File: config.mk
export PLATFORM = sky130hd
export DESIGN_NAME = frct_upd
export DESIGN_NICKNAME = d
export VERILOG_FILES = /design/src/frct_pkg.sv /design/src/frct_upd.sv
export SDC_FILE = /design/constraint.sdc
export NUM_CORES = 1
export LEC_CHECK = 0
export BUFFER_PORTS_ARGS = -buffer_cell sky130_fd_sc_hd__buf_4
export CAP_MARGIN = 40
export CORE_ASPECT_RATIO = 1.4
export CORE_MARGIN = 10
export CORE_UTILIZATION = 55
export DETAILED_ROUTE_END_ITERATION = 10
export GPL_ROUTABILITY_DRIVEN = 0
export PLACE_DENSITY = 0.95
export RECOVER_POWER = 50
export SLEW_MARGIN = 5
export SYNTH_ARGS = -nofsm -noshare
export SYNTH_HDL_FRONTEND = slang
export SYNTH_SLANG_ARGS = --single-unit
export TNS_END_PERCENT = 30
File: constraint.sdc
create_clock -name vclk -period 4.9
set_input_delay 0.49 -clock vclk [all_inputs]
set_output_delay 0.49 -clock vclk [all_outputs]
set_load 0.02 [all_outputs]
File: src/frct_pkg.sv
// ----------------------------------------------------------------------------
// Frame reference count table: package
// Widths, request codes, payload types and sequencer types.
// ----------------------------------------------------------------------------
package frct_pkg;

  localparam int MAX_FRAMES  = 4096;
  localparam int FRAME_BYTES = 4096;
  localparam int ADDR_W      = 32;
  localparam int FRAME_SHIFT = $clog2(FRAME_BYTES);
  localparam int FRAME_NUM_W = ADDR_W - FRAME_SHIFT;
  localparam int IDX_W       = $clog2(MAX_FRAMES);
  localparam int COUNT_W     = 16;
  localparam int FCOUNT_W    = 13;
  localparam int SHARED_W    = 13;

  localparam logic [COUNT_W-1:0] COUNT_MAX = 16'hFFFF;

  typedef enum logic [1:0] {
    REQ_TAKE   = 2'd0,
    REQ_DROP   = 2'd1,
    REQ_READ   = 2'd2,
    REQ_SHARED = 2'd3
  } req_type_t;

  typedef struct packed {
    req_type_t          req_type;
    logic [ADDR_W-1:0]  byte_addr;
  } frct_req_t;

  typedef struct packed {
    logic [COUNT_W-1:0]  ref_count;
    logic                in_range;
    logic [SHARED_W-1:0] shared_total;
  } frct_rsp_t;

  typedef enum logic [1:0] {
    ST_CLEAR,
    ST_IDLE,
    ST_LOOKUP
  } seq_state_t;

  typedef struct packed {
    logic             accept_ok;
    logic             finish;
    logic             clear_wr;
    logic [IDX_W-1:0] clear_idx;
  } seq_ctrl_t;

endpackage

File: src/frct_upd.sv
// ----------------------------------------------------------------------------
// Frame reference count table: count update
// Saturating take/drop of one count and the matching shared tally change.
// ----------------------------------------------------------------------------
module frct_upd (
  input  frct_pkg::req_type_t            req_type,
  input  logic [frct_pkg::COUNT_W-1:0]   count_old,
  input  logic [frct_pkg::SHARED_W-1:0]  tally_old,
  output logic [frct_pkg::COUNT_W-1:0]   count_new,
  output logic [frct_pkg::SHARED_W-1:0]  tally_new
);
  import frct_pkg::*;

  // Bump or drop the count; track crossings between one and two
  always_comb begin
    count_new = count_old;
    tally_new = tally_old;
    unique case (req_type)
      REQ_TAKE: begin
        if (count_old != COUNT_MAX) begin
          count_new = count_old + COUNT_W'(1);
          if (count_old == COUNT_W'(1)) begin
            tally_new = tally_old + SHARED_W'(1);
          end
        end
      end
      REQ_DROP: begin
        if (count_old != '0) begin
          count_new = count_old - COUNT_W'(1);
          if ((count_old == COUNT_W'(2)) && (tally_old != '0)) begin
            tally_new = tally_old - SHARED_W'(1);
          end
        end
      end
      REQ_READ, REQ_SHARED: begin
        count_new = count_old;
      end
    endcase
  end

endmodule

==> metrics.md <==
| Metric | Value |
|---|---|
| Syn Inst Count | `roughly 210` |
| Post-route ant nets | `0` |
| Startpoint Class | `input pin` |
| Worst Hold End | `tally_new[9]` |
| Top-count cell post-synth | `xnor2_1` |
| Setup_tns | `0 ps` |
| Crit path max fanout | `6` |
| Relative slew slack | `0.377` |
| Post-Synthesis Mean Instance Area | `6.86 um2` |
| Commonest cells in the netlist | `xnor2_1, nor2_1, nor3_1, nand2_1, a21oi_1` |
| CP Capture Type | `output port` |
| Post-CTS sizing | `0` |
| Num sequential | `0` |
| Crit path max-delay family | `simple AND/OR/NAND/NOR gates` |
| Final Power | `around 0.00013 W` |
| Slew @ Worst Pin | `between 900 and 1000 ps` |
| Core Area | `about 0.0024 mm2` |
| WL met2 | `between 2000 and 2500 um` |
| First-pass GRT wire length | `approximately 7200 um` |
| DR WL/cell | `approximately 15 um` |
| Final Cycle Share | `0.739` |
| Hold-fix buffers, CTS | `0` |
| Maxcap violations | `0` |
| Synthesized cell area | `around 0.0014 mm2` |
| Clk_buf instances | `0` |
| Leak pwr | `between 0.6 and 0.7 nW` |
| Die area | `0.00501 mm2` |
| Setup CP Type | `input pin to output port` |
| Largest net degree at the start of global routing | `13` |
| Fin nets | `290` |
| VDD IR max | `0.0000461 V` |
| FF/Latch Area | `0 um2` |
| DRC viols | `0` |
| Fin. Hold Viols | `0` |
| Cell Rows | `21` |
| YS warnings | `0` |
| Fin. max-slew vios | `0` |
| Drt first pass iters | `4` |
| ANT cells | `0` |
| Grt ovf | `0` |
| Die W | `between 60 and 70 um` |
| Sequential area share after synthesis | `0` |
| Critical path arrival | `about 3100 ps` |
| Top sig layer | `met4` |
| Via/cell ratio | `~5.9` |
| Fin crit period | `about 3600 ps` |
| Outcome | `completed` |
| Syn_nets | `244` |
| DR vias | `1666` |
| Distinct cell type count of the synthesized netlist | `50` |
| Area leader, netlist | `xnor2_1` |
| Worst hold path class | `input pin to output port` |
| FMAX | `roughly 280 MHz` |
| Hold Path Cell Cnt | `3` |
| Routed wl met3 | `roughly 240 um` |
| Top cells by area, synth | `xnor2_1, ha_1, nor3_1` |
| Post-CTS Setup Bufs | `0` |
| Io pins | `60` |
| GRT Resource Usage Total | `0.162` |
| DR iter-0 viols | `50` |
| Layout cell share with drive strength beyond 1 | `0.233` |
| Vias in the first global route | `~1600` |
| Met1 WL | `approximately 1800 um` |
| # port buffers | `60` |
| Critical Path, Cell by Cell | `buf_4 -> nor4_1 -> nand4_1 -> nor3_1 -> a32oi_1 -> xnor2_1 -> buf_4` |
| Slowest CP cell | `nor4_1` |
| Hpwl dp | `roughly 3700 um` |
| DRT Wirelength | `4360 um` |
| Die H | `roughly 80 um` |
| Initial antenna violation count | `0` |
| Starting Density | `0.582` |
| CP required | `~4400 ps` |
| Power Dens Cells | `~75 mW/mm2` |
| Area growth, synth to finish | `24.3%` |
| Unrepaired setup endpoints after global routing | `false` |
| Hold path start | `tally_old[9]` |
| Slowest cell delay on critical path | `about 800 ps` |
| CP Buf/Inv Count | `2` |
| Yosys top cell area share | `0.149` |
| Final setup vio count | `0` |
| Most frequent cell on the critical path | `buf_4` |
-- logic make-up after synthesis --
kind of cell | after synthesis | share of synthesized area
buffers and inverters | 24 | 0.0765
multiplexers | 2 | 0.0142
AO/OA/AOI/OAI | 42 | 0.203
AND/OR/NAND/NOR | 105 | 0.486
XOR/XNOR | 24 | 0.149
adder cells (fa/ha/maj) | 8 | 0.0712
-- power by group --
group | total [W] | switching, W | internal [W]
registers | 0 | 0 | 0
clock network | 0 | 0 | 0
logic | 0.000131 | 0.0000768 | 0.0000538
-- final cells by class --
class,instances,area [um2]
multi-input cells,181,1270
well taps,34,42.5
fillers,251,669
repair buffers,60,409
inverters,8,30.0
-- per-layer routing --
metal	GRT usage	vias up
li1	-	859
met1	0.165	743
met2	0.323	54
met3	0.0323	10
met4	0.0404	0
met5	0	-
-- metrics by stage --
step           setup slack, ps  std cells  instance area, um2  hold slack (ps)   util
5_1_grt                   1090        283                1750             1310  0.723
4_1_cts                   2010        283                1820             1300  0.754
6_report                  1280        283                1750             1290  0.723
3_3_place_gp              2090        283                1820             1280  0.754
2_1_floorplan             2240        205                1410             1120      -
3_5_place_dp              2000        283                1820             1290  0.754
-- worst min-delay path, stage by stage --
cell and delay, ps:
buf_4 100, xnor2_1 60, buf_4 150
-- how the worst max path moves through the flow --
stage,from,end,cells past startpoint
floorplan,count_old[0],tally_new[11],7
global placement,count_old[0],tally_new[9],9
detailed placement,count_old[1],count_new[15],9
CTS,count_old[0],tally_new[12],9
global route,count_old[7],tally_new[6],7
finish,count_old[7],tally_new[12],7
-- cells in the final DEF, fill, tap and decap left out, types with 8 or more instances in the layout --
cell type / count
clkbuf_1: 11
nand3_1: 9
nand2_1: 12
ha_1: 8
nor3_1: 21
buf_4: 49
nor2_1: 20
inv_1: 8
a21oi_1: 10
xnor2_1: 24
Power figures use the tool's default switching activity.
