`src/frct_pkg.sv`:
```
// ----------------------------------------------------------------------------
// Frame reference count table: package
// Widths, request codes, payload types and sequencer types.
// ----------------------------------------------------------------------------
package frct_pkg;

  localparam int MAX_FRAMES  = 4096;
  localparam int FRAME_BYTES = 4096;
  localparam int ADDR_W      = 32;
  localparam int FRAME_SHIFT = $clog2(FRAME_BYTES);
  localparam int FRAME_NUM_W = ADDR_W - FRAME_SHIFT;
  localparam int IDX_W       = $clog2(MAX_FRAMES);
  localparam int COUNT_W     = 16;
  localparam int FCOUNT_W    = 13;
  localparam int SHARED_W    = 13;

  localparam logic [COUNT_W-1:0] COUNT_MAX = 16'hFFFF;

  typedef enum logic [1:0] {
    REQ_TAKE   = 2'd0,
    REQ_DROP   = 2'd1,
    REQ_READ   = 2'd2,
    REQ_SHARED = 2'd3
  } req_type_t;

  typedef struct packed {
    req_type_t          req_type;
    logic [ADDR_W-1:0]  byte_addr;
  } frct_req_t;

  typedef struct packed {
    logic [COUNT_W-1:0]  ref_count;
    logic                in_range;
    logic [SHARED_W-1:0] shared_total;
  } frct_rsp_t;

  typedef enum logic [1:0] {
    ST_CLEAR,
    ST_IDLE,
    ST_LOOKUP
  } seq_state_t;

  typedef struct packed {
    logic             accept_ok;
    logic             finish;
    logic             clear_wr;
    logic [IDX_W-1:0] clear_idx;
  } seq_ctrl_t;

endpackage

```
`src/frct_seq.sv`:
```
// ----------------------------------------------------------------------------
// Frame reference count table: sequencer
// Clearing sweep after reset or reconfiguration, then lookup per request.
// ----------------------------------------------------------------------------
module frct_seq (
  input  logic                clk,
  input  logic                rst,
  input  logic                cfg_we,
  input  logic                in_valid,
  input  logic                out_free,
  output frct_pkg::seq_ctrl_t ctrl
);
  import frct_pkg::*;

  seq_state_t       state;
  seq_state_t       state_next;
  logic [IDX_W-1:0] clear_idx;

  // Next state; a register write restarts the sweep
  always_comb begin
    state_next = state;
    unique case (state)
      ST_CLEAR: begin
        if (clear_idx == IDX_W'(MAX_FRAMES - 1)) begin
          state_next = ST_IDLE;
        end
      end
      ST_IDLE: begin
        if (in_valid) begin
          state_next = ST_LOOKUP;
        end
      end
      ST_LOOKUP: begin
        if (out_free) begin
          state_next = ST_IDLE;
        end
      end
      default: begin
        state_next = ST_CLEAR;
      end
    endcase
    if (cfg_we) begin
      state_next = ST_CLEAR;
    end
  end

  // State and sweep pointer
  always_ff @(posedge clk) begin
    if (rst) begin
      state     <= ST_CLEAR;
      clear_idx <= '0;
    end else begin
      state <= state_next;
      if (cfg_we) begin
        clear_idx <= '0;
      end else if (state == ST_CLEAR) begin
        clear_idx <= clear_idx + IDX_W'(1);
      end
    end
  end

  // Control outputs
  always_comb begin
    ctrl.accept_ok = (state == ST_IDLE);
    ctrl.finish    = (state == ST_LOOKUP) && out_free;
    ctrl.clear_wr  = (state == ST_CLEAR);
    ctrl.clear_idx = clear_idx;
  end

endmodule

```
`config.mk`:
```
export PLATFORM = sky130hd
export DESIGN_NAME = frct_seq
export DESIGN_NICKNAME = d
export VERILOG_FILES = /design/src/frct_pkg.sv /design/src/frct_seq.sv
export SDC_FILE = /design/constraint.sdc
export NUM_CORES = 1
export LEC_CHECK = 0
export ABC_CLOCK_PERIOD_IN_PS = 1500
export BUFFER_PORTS_ARGS = -buffer_cell sky130_fd_sc_hd__clkbuf_2
export CAP_MARGIN = 10
export CORE_MARGIN = 2
export CORE_UTILIZATION = 38
export DETAILED_ROUTE_END_ITERATION = 8
export PLACE_DENSITY = 0.62
export SLEW_MARGIN = 20
export SYNTH_ARGS = -nofsm -noshare
export SYNTH_HDL_FRONTEND = slang
export SYNTH_SLANG_ARGS = --single-unit
```
`constraint.sdc`:
```
create_clock -name clk -period 1.5 [get_ports clk]
set_clock_uncertainty 0.1 [all_clocks]
set_input_delay 0.15 -clock clk [delete_from_list [all_inputs] [get_ports clk]]
set_output_delay 0.15 -clock clk [all_outputs]
set_load 0.005 [all_outputs]
```
==> flow_summary_export.csv, run 1 <==
group,metric,value,unit
cells_and_area,layout-drive-gt1-share,44.2,%
power,internal_power,0.000485,W
cts,clock_latency,0.29,ns
global_route,globalRouteTotalUtil,18.4,%
synthesis,synth_top_family_by_area,"simple AND/OR/NAND/NOR gates",
synthesis,synthMuxAreaShare,3.01,%
outcome,status,"finished with violations",
min_path,hold_depth,3,
cts,tritoncts,"built",
synthesis,synthAdderAreaFrac,1.88,%
cells_and_area,stdcell_area,961,sq um
synthesis,synth_flop_cell,"dfxtp_1",
critical_path,cp_max_fo,8,
synthesis,async_flop_share,0,%
die,start_util,39.3,%
power,power.share.clock,34.8,%
cells_and_area,seq_area,283,sq um
synthesis,synthesis.nets,85,
critical_path,end_kind,"flop",
critical_path,required,1.63,ns
cts,cts_num_sinks,14,
synthesis,syn_avg_cell_area,8.41,sq um
synthesis,synth_compound_area_share,17.7,%
cells_and_area,fillerInstances,170,
die,coreArea,1690,sq um
critical_path,path_class,"flop to flop",
cts,cts_buffers,3,
timing,worst_pin_slew,0.346,ns
detailed_routing,detail-route-antenna-nets,0,
cts,clockRootBuffer,"clkbuf_4",
synthesis,post-synth-top-area-fraction,42.2,%
placed_design,io_buffers,19,
synthesis,synth_cell_types,25,
die,die_h,45.8,um
synthesis,yosysWarnings,0,
detailed_routing,vias,696,
detailed_routing,drt_iter0_drc,9,
timing,hold_viol_final,0,
detailed_routing,drcViolationCount,0,
die,rows,15,
detailed_routing,totalWireLength,1.61,mm
die,die_area,2100,sq um
power,sw_frac_of_total,23.4,%
timing,final-max-slew-violation-count,0,
power,ir_drop,0.000566,V
global_route,overflow,0,
placed_design,hpwl,1.14,mm
global_route,antenna_found_initial,0,
synthesis,synth_top_area_cell,"dfxtp_1",
outcome,violations,"setup timing",
timing,setup_viol,4,
cts,clkTransAtPathRegs,0.08,ns
timing,rsz0062_at_grt,"true",
global_route,grt_pass1_vias,626,
cts,cts.path.max_buffers,2,
cells_and_area,synthToLayoutAreaGrowth,44.6,%
cells_and_area,fin_nets,121,
timing,fin_ws,-0.0942,ns
cells_and_area,multi_input_area,404,sq um
synthesis,synth-xor-area-share,2.64,%
timing,min_period,1.59,ns
placed_design,place.gp.congestion,0.761,
synthesis,yosysSeqAreaShare,42.2,%
power,power_leakage,0.379,nW
timing,holdWs,0.000555,ns
power,power_frac_seq,59.4,%
detailed_routing,vias_per_cell,5.35,
timing,maxSlewHeadroom,76.7,%
min_path,hp-class,"primary input to flop",
detailed_routing,wire_per_inst,12.4,um
synthesis,synthSimpleGateAreaFrac,27.9,%
die,die_x,45.8,um
critical_path,worst-r2r-cell-count,4,
timing,fmax,627,MHz
detailed_routing,first_pass_iters,4,
critical_path,crit_arrival,1.72,ns
synthesis,synth_cells,79,
global_route,grt_start_max_net_pins,14,
cts,htreeDepth,1,
run,cap_violations,0,
placed_design,place_area,872,sq um
critical_path,start_kind,"flop",
timing,finalCritPeriodShare,106,%
synthesis,synth-edff-count,0,
synthesis,synth.top_cells.by_area,"dfxtp_1 42%, a21oi_1 6.0%, or4_1 5.6%, o31ai_1 4.5%, nand2_1 4.0%",
global_route,grt_pass1_wl,2.72,mm
cells_and_area,diodes,0,
synthesis,synth_area,664,sq um
synthesis,synth_seq_cells,14,
power,power_density,659,nW/um^2
power,switchingPower,0.000148,W
power,power_frac_comb,5.8,%
die,pin_count,20,
critical path, stage by stage, from the launching register on:
cell       delay [ns]
dfxtp_2          0.33
ha_1             0.13
or3b_4           0.42
or4_1            0.41
o2bb2ai_1        0.13
through the flow:
step	setup WS, ns	total power [W]	TNS [ns]	utilization (%)	instances
2_1_floorplan	-0.124	0.000401	-0.439	-	79
4_1_cts	-0.0945	0.000632	-0.300	53.4	128
3_5_place_dp	-0.126	0.000418	-0.558	51.6	125
5_1_grt	-0.238	0.000665	-0.955	56.9	130
6_report	-0.0942	0.000633	-0.325	56.9	130
3_3_place_gp	-0.0937	0.000417	-0.422	51.6	125
flip-flops by register name, summed over array words and instances, names as in the netlist:
| name | cells |
|---|---|
| clear_idx | 12 |
| state | 2 |
power groups by stage:
stage | Sequential (W) | Clock, W | Combinational [W]
6_report | 0.000376 | 0.000220 | 0.0000369
5_1_grt | 0.000376 | 0.000246 | 0.0000418
4_1_cts | 0.000376 | 0.000222 | 0.0000347
3_5_place_dp | 0.000385 | 0 | 0.0000336
3_3_place_gp | 0.000384 | 0 | 0.0000329
2_1_floorplan | 0.000386 | 0 | 0.0000146
synthesized netlist by cell type, types with 3 or more instances:
library cell,count
o31ai_1,4
dfxtp_1,14
nand2_1,7
or4_1,5
clkbuf_1,3
o21ai_0,3
a21oi_1,8
nor2_1,6
inv_1,4
or3_1,4
routing by layer:
metal | GRT usage [%] | up-vias | wire length (um)
li1 | - | 357 | -
met1 | 22.8 | 322 | 707
met2 | 29.6 | 15 | 810
met3 | 7.14 | 2 | 74
met4 | 5.14 | 0 | 15
met5 | 0 | - | 0
cell families (layout without fill, tap and decap cells):
logic type | Yosys count | in the layout
AOI/OAI and AO/OA | 19 | 19
muxes | 2 | 2
buffers and inverters | 8 | 42
DFF | 14 | 14
and+or+nand+nor | 33 | 33
adders and majority gates | 1 | 1
xor gates and xnor gates | 2 | 2
worst paths after layout:
path / from / to / slack (ns)
worst max-delay path: clear_idx[0] / state[0] / -0.09
worst min-delay path: in_valid / state[1] / 0.0006
worst min register to register: clear_idx[10] / clear_idx[10] / 0.39
worst max register to register: clear_idx[0] / state[0] / -0.09
cells in the final DEF, fill, tap and decap left out, types with 2 or more instances in the layout:
cell,n
a21oi_1,7
o21a_1,2
nor2_1,6
buf_4,16
or4_4,2
o2bb2ai_1,2
o21ai_0,3
nand3_1,2
or3_1,4
clkbuf_2,19
dfxtp_2,2
mux2i_1,2
nand2_1,7
clkbuf_4,3
or4_1,3
inv_1,4
dfxtp_1,12
o31ai_1,3
repair_timing:
action	4_1_cts	5_1_grt
pin swaps	0	1
resized for setup	2	8
hold buffers	0	0
endpoints found under the setup margin	9	12
setup buffers	0	2
layout make-up:
| class | count | area share (%) |
|---|---|---|
| inverter | 4 | 1.56 |
| multi-input combinational | 57 | 42.1 |
| sequential | 14 | 29.4 |
| timing repair buffer | 35 | 22.4 |
| tap | 17 | 2.21 |
| clock buffer | 3 | 2.34 |
Power figures use the tool's default switching activity.
==> run 2, diff against run 1 <==
Settings changed: ABC_CLOCK_PERIOD_IN_PS 1500 to 1420.
Clock period 1.5 ns to 1.42 ns, I/O delays scaled along.
==> run 2 against run 1 <==
Effect of this change:
- the flow still finishes with violations (setup timing)
- first-iteration DRC count down 33%
- critical path type unchanged
- die area is the same
- sequential share of layout area grew 0.32 points
- critical path depth is the same
- final cell count increased by 1.5%
- sequential power increased by 5.6%
- count of clock-buffer cells in the layout unchanged
- final area down 0.65%
- register-to-register slack worse by 0.11 ns
- worst hold slack improved by 0.0084 ns
- critical endpoint unchanged
- clock power is 5% higher
==> flow_summary_export.csv, run 2 (synthesis results as in run 1) <==
group,metric,value,unit
run,cap_violations,0,
cells_and_area,fin_nets,123,
detailed_routing,detail-route-antenna-nets,0,
power,power_frac_seq,59.5,%
power,switchingPower,0.000153,W
global_route,globalRouteTotalUtil,16.3,%
cts,clkTransAtPathRegs,0.09,ns
cells_and_area,final_core_util,56.5,%
critical_path,r2r-start,"clear_idx[0]",
cells_and_area,largest_registers,"clear_idx x12, state x2",
critical_path,reg2reg_to,"state[0]",
global_route,grt_start_max_net_pins,14,
cells_and_area,top_register,"clear_idx",
timing,fin_ws,-0.203,ns
timing,rsz0062_at_grt,"true",
power,sw_frac_of_total,23.0,%
critical_path,path_class,"flop to flop",
cts,clock_latency,0.28,ns
detailed_routing,vias_per_cell,5.26,
detailed_routing,drt_iter0_drc,6,
cells_and_area,largest_register_ffs,12,
critical_path,start_kind,"flop",
min_path,hold_depth,3,
die,die_h,45.8,um
cells_and_area,fin_cells,132,
cells_and_area,synthToLayoutAreaGrowth,43.7,%
placed_design,io_buffers,19,
critical_path,crit_arrival,1.74,ns
placed_design,place_area,896,sq um
detailed_routing,first_pass_iters,4,
power,ir_drop,0.000401,V
timing,maxSlewHeadroom,79.5,%
power,power_frac_comb,6.0,%
outcome,violations,"setup timing",
cells_and_area,diodes,0,
cts,tritoncts,"built",
timing,finalCritPeriodShare,114,%
critical_path,worst-r2r-cell-count,4,
cts,cts_buffers,3,
timing,final-max-slew-violation-count,0,
power,power.share.clock,34.5,%
cts,clockRootBuffer,"clkbuf_4",
die,rows,15,
timing,min_period,1.62,ns
min_path,hold_path.startpoint,"in_valid",
critical_path,end_kind,"flop",
timing,fin_tns_setup,-1.24,ns
detailed_routing,wire_per_inst,11.8,um
power,internal_power,0.000514,W
placed_design,hpwl,1.15,mm
cts,htreeDepth,1,
cells_and_area,stdcell_area,955,sq um
die,pin_count,20,
power,p_total,0.000668,W
timing,setup_viol,11,
critical_path,cp_max_fo,8,
power,power_density,699,nW/um^2
detailed_routing,totalWireLength,1.56,mm
cts,cts_num_sinks,14,
cells_and_area,final_common_cell,"clkbuf_2",
detailed_routing,vias,694,
placed_design,place.gp.congestion,0.747,
placed_design,dp.cells,128,
cts,cts.path.max_buffers,2,
die,start_util,39.3,%
min_path,worstHoldEndpoint,"state[1]",
outcome,status,"finished with violations",
cells_and_area,layout-drive-gt1-share,43.5,%
die,die_x,45.8,um
critical_path,reg2reg_slack,-0.20,ns
global_route,grt_pass1_vias,588,
die,die_area,2100,sq um
global_route,overflow,0,
detailed_routing,drcViolationCount,0,
global_route,grt_pass1_wl,2.42,mm
timing,fmax,616,MHz
global_route,antenna_found_initial,0,
timing,hold_viol_final,0,
power,power_leakage,0.391,nW
die,coreArea,1690,sq um
cells_and_area,layout_common_cells,"19 x clkbuf_2, 18 x buf_4, 11 x dfxtp_1",
timing,worst_pin_slew,0.305,ns
min_path,hp-class,"primary input to flop",
critical_path,required,1.54,ns
[run 2: area by class of cell]
type	count	area, sq um
fillers	169	734
multi-input cells	57	382
flip-flops and latches	14	284
repair buffers	37	230
clock buffers	3	22.5
well taps	17	21.3
inverters	4	15.0
[run 2: per-stage QoR]
step / setup WS [ns] / hold slack, ns
floorplan: -0.204 / 0.183
global placement: -0.170 / 0.294
detailed placement: -0.254 / 0.302
CTS: -0.203 / 0.00853
global route: -0.264 / 0.0215
finish: -0.203 / 0.00891
[run 2: worst max path at each step]
stage	start	end	slack, ns	cells past startpoint
floorplan	clear_idx[0]	clear_idx[6]	-0.20	5
global placement	clear_idx[0]	clear_idx[8]	-0.17	4
detailed placement	clear_idx[0]	state[0]	-0.25	4
CTS	clear_idx[0]	state[0]	-0.20	4
global route	clear_idx[0]	state[0]	-0.26	4
finish	clear_idx[0]	state[0]	-0.20	4
[run 2: what timing repair did]
item / 4_1_cts / 5_1_grt
gates cloned: 0 / 0
resized for setup: 1 / 5
buffers inserted: 1 / 0
hold buffers: 0 / 0
setup endpoints to repair: 11 / 12
[run 2: power groups by stage]
| stage | clock network (W) | registers, W | logic, W |
|---|---|---|---|
| 4_1_cts | 0.000236 | 0.000397 | 0.0000398 |
| 5_1_grt | 0.000257 | 0.000398 | 0.0000445 |
| 3_3_place_gp | 0 | 0.000406 | 0.0000356 |
| 6_report | 0.000230 | 0.000397 | 0.0000399 |
| 2_1_floorplan | 0 | 0.000408 | 0.0000155 |
| 3_5_place_dp | 0 | 0.000407 | 0.0000371 |
[run 2: layer usage]
metal,share of wire (%),wire [um],up-vias,track usage (%)
met5,0,0,-,0
met2,48,756,16,25.4
met1,46,726,311,20.9
met3,4.3,68,2,4.76
met4,0.83,13,0,6.86
li1,-,-,365,-
[run 2: worst max-delay path, stage by stage, from the launching register on]
cell,delay (ns)
dfxtp_2,0.35
ha_1,0.14
or3b_4,0.42
or4_4,0.43
o2bb2ai_2,0.13
==> run 3, diff against run 2 <==
Settings changed: ABC_CLOCK_PERIOD_IN_PS 1420 to 1360, MAX_ROUTING_LAYER from default to met4.
Clock period 1.42 ns to 1.36 ns, I/O delays scaled along.
==> run 3 against run 2 <==
Effect of this change:
- the run still ends with setup timing left
- total power grew 13%
- first-iteration DRC count shrank 50%
- final cell count grew 3.0%
- flip-flop and latch count is the same
- routed wire length grew 7.0%
- critical path type unchanged
- highest routed layer unchanged
- critical endpoint is now clear_idx[6]
- worst setup slack lost 0.025 ns
- via count grew 4.0%
- maximum frequency grew 2.2%
- combinational power grew 9.3%
- worst hold slack gained 0.051 ns
- core utilization grew 8.0 points
- non-clock buffer count grew 3
==> flow_summary_export.csv, run 3 (synthesis results as in run 1) <==
group,metric,value,unit
outcome,status,"finished with violations",
cts,htreeDepth,1,
cts,clkTransAtPathRegs,0.08,ns
run,cap_violations,0,
cells_and_area,layout_common_cells,"18 x clkbuf_2, 17 x buf_4, 9 x dfxtp_1",
cells_and_area,final_core_util,64.5,%
die,die_x,45.8,um
power,ir_drop,0.000560,V
cts,tritoncts,"built",
cells_and_area,diodes,0,
detailed_routing,wire_per_inst,12.3,um
detailed_routing,drcViolationCount,0,
global_route,grt_pass1_vias,635,
timing,final-max-slew-violation-count,0,
detailed_routing,first_pass_iters,2,
die,rows,15,
critical_path,worst-r2r-cell-count,4,
timing,fin_tns_setup,-1.18,ns
timing,min_period,1.59,ns
detailed_routing,drt_iter0_drc,3,
min_path,hold_depth,3,
placed_design,io_buffers,19,
die,pin_count,20,
power,sw_frac_of_total,20.9,%
critical_path,reg2reg_slack,-0.23,ns
cts,cts.path.max_buffers,2,
placed_design,place.gp.congestion,0.776,
timing,maxSlewHeadroom,76.7,%
critical_path,path_class,"flop to flop",
power,power.share.clock,39.2,%
outcome,violations,"setup timing",
power,power_density,692,nW/um^2
global_route,overflow,0,
cells_and_area,layout-drive-gt1-share,55.5,%
cells_and_area,largest_register_ffs,12,
cells_and_area,top_register,"clear_idx",
detailed_routing,totalWireLength,1.67,mm
cts,clock_latency,0.27,ns
critical_path,start_kind,"flop",
cts,clockRootBuffer,"clkbuf_4",
min_path,worstHoldEndpoint,"clear_idx[10]",
power,power_frac_comb,5.8,%
cells_and_area,fin_nets,126,
timing,setup_viol,9,
cells_and_area,largest_registers,"clear_idx x12, state x2",
cells_and_area,synthToLayoutAreaGrowth,64.0,%
cells_and_area,final_common_cell,"clkbuf_2",
cells_and_area,seq_area,287,sq um
timing,finalCritPeriodShare,117,%
global_route,grt_start_max_net_pins,11,
cts,cts_buffers,3,
power,power_frac_seq,55.0,%
die,start_util,39.3,%
critical_path,reg2reg_to,"clear_idx[6]",
timing,worst_pin_slew,0.349,ns
global_route,grt_pass1_wl,2.69,mm
cells_and_area,fillerInstances,148,
cells_and_area,multi_input_area,464,sq um
die,die_area,2100,sq um
die,die_h,45.8,um
global_route,globalRouteTotalUtil,18.5,%
critical_path,end_kind,"flop",
timing,rsz0062_at_grt,"true",
min_path,hp-class,"primary input to flop",
detailed_routing,vias,722,
detailed_routing,detail-route-antenna-nets,0,
cts,cts_num_sinks,14,
critical_path,crit_arrival,1.70,ns
power,power_leakage,0.441,nW
critical_path,cp_max_fo,8,
min_path,hold_path.startpoint,"rst",
die,coreArea,1690,sq um
critical_path,required,1.48,ns
timing,fin_ws,-0.228,ns
global_route,antenna_found_initial,0,
placed_design,hpwl,1.21,mm
timing,fmax,630,MHz
critical_path,r2r-start,"clear_idx[0]",
timing,hold_viol_final,0,
power,switchingPower,0.000158,W
power,internal_power,0.000596,W
detailed_routing,vias_per_cell,5.31,
run 3: cell count changes in the layout (fill, tap and decap cells not counted), sizes merged:
cell / delta
dlygate4sd3: +1
buf: +3
run 3: worst max path at each step:
stage / from / endpoint / slack [ns] / cells past startpoint
global placement: clear_idx[0] / clear_idx[10] / -0.27 / 5
CTS: clear_idx[0] / state[0] / -0.22 / 4
floorplan: clear_idx[0] / clear_idx[6] / -0.26 / 5
global route: clear_idx[0] / state[0] / -0.30 / 4
finish: clear_idx[0] / clear_idx[6] / -0.23 / 4
detailed placement: clear_idx[0] / clear_idx[10] / -0.28 / 5
run 3: timing repair:
item / in CTS / in global routing
setup buffers: 0 / 1
pin swaps: 2 / 2
hold buffers: 1 / 0
endpoints found under the hold margin: 1 / 0
gates resized for setup: 9 / 17
endpoints found under the setup margin: 13 / 14
run 3: metal layers:
metal | track usage, % | vias up | share of wire (%)
met1 | 21.5 | 337 | 44
met3 | 3.57 | 5 | 3.7
met4 | 8.57 | 0 | 1.6
met2 | 30.4 | 15 | 51
li1 | - | 365 | -
met5 | - | - | 0
run 3: per-stage QoR:
step / worst slack (ns) / power [W] / hold slack (ns) / instances / instance area [sq um]
floorplan: -0.264 / 0.000442 / 0.177 / 79 / 682
global placement: -0.270 / 0.000460 / 0.283 / 131 / 925
detailed placement: -0.280 / 0.000461 / 0.286 / 131 / 925
CTS: -0.220 / 0.000760 / 0.0582 / 136 / 1020
global route: -0.298 / 0.000787 / 0.0775 / 136 / 1090
finish: -0.228 / 0.000754 / 0.0595 / 136 / 1090
run 3: critical path, cell delays in order, from the launching register on:
cell	delay [ns]
dfxtp_2	0.34
ha_1	0.13
or3b_4	0.42
or4_4	0.43
a21oi_2	0.12
run 3: cell type report:
cell class / instances / area share (%)
multi-input cells: 57 / 42.6
flip-flops and latches: 14 / 26.3
repair buffers: 40 / 24.5
clock buffers: 4 / 3.33
well taps: 17 / 1.95
inverters: 4 / 1.38
run 3: power by group through the flow:
stage / combinational [W] / sequential (W) / clock (W)
floorplan: 0.0000162 / 0.000426 / 0
global placement: 0.0000362 / 0.000424 / 0
detailed placement: 0.0000371 / 0.000424 / 0
CTS: 0.0000422 / 0.000414 / 0.000304
global route: 0.0000495 / 0.000415 / 0.000323
finish: 0.0000436 / 0.000414 / 0.000296
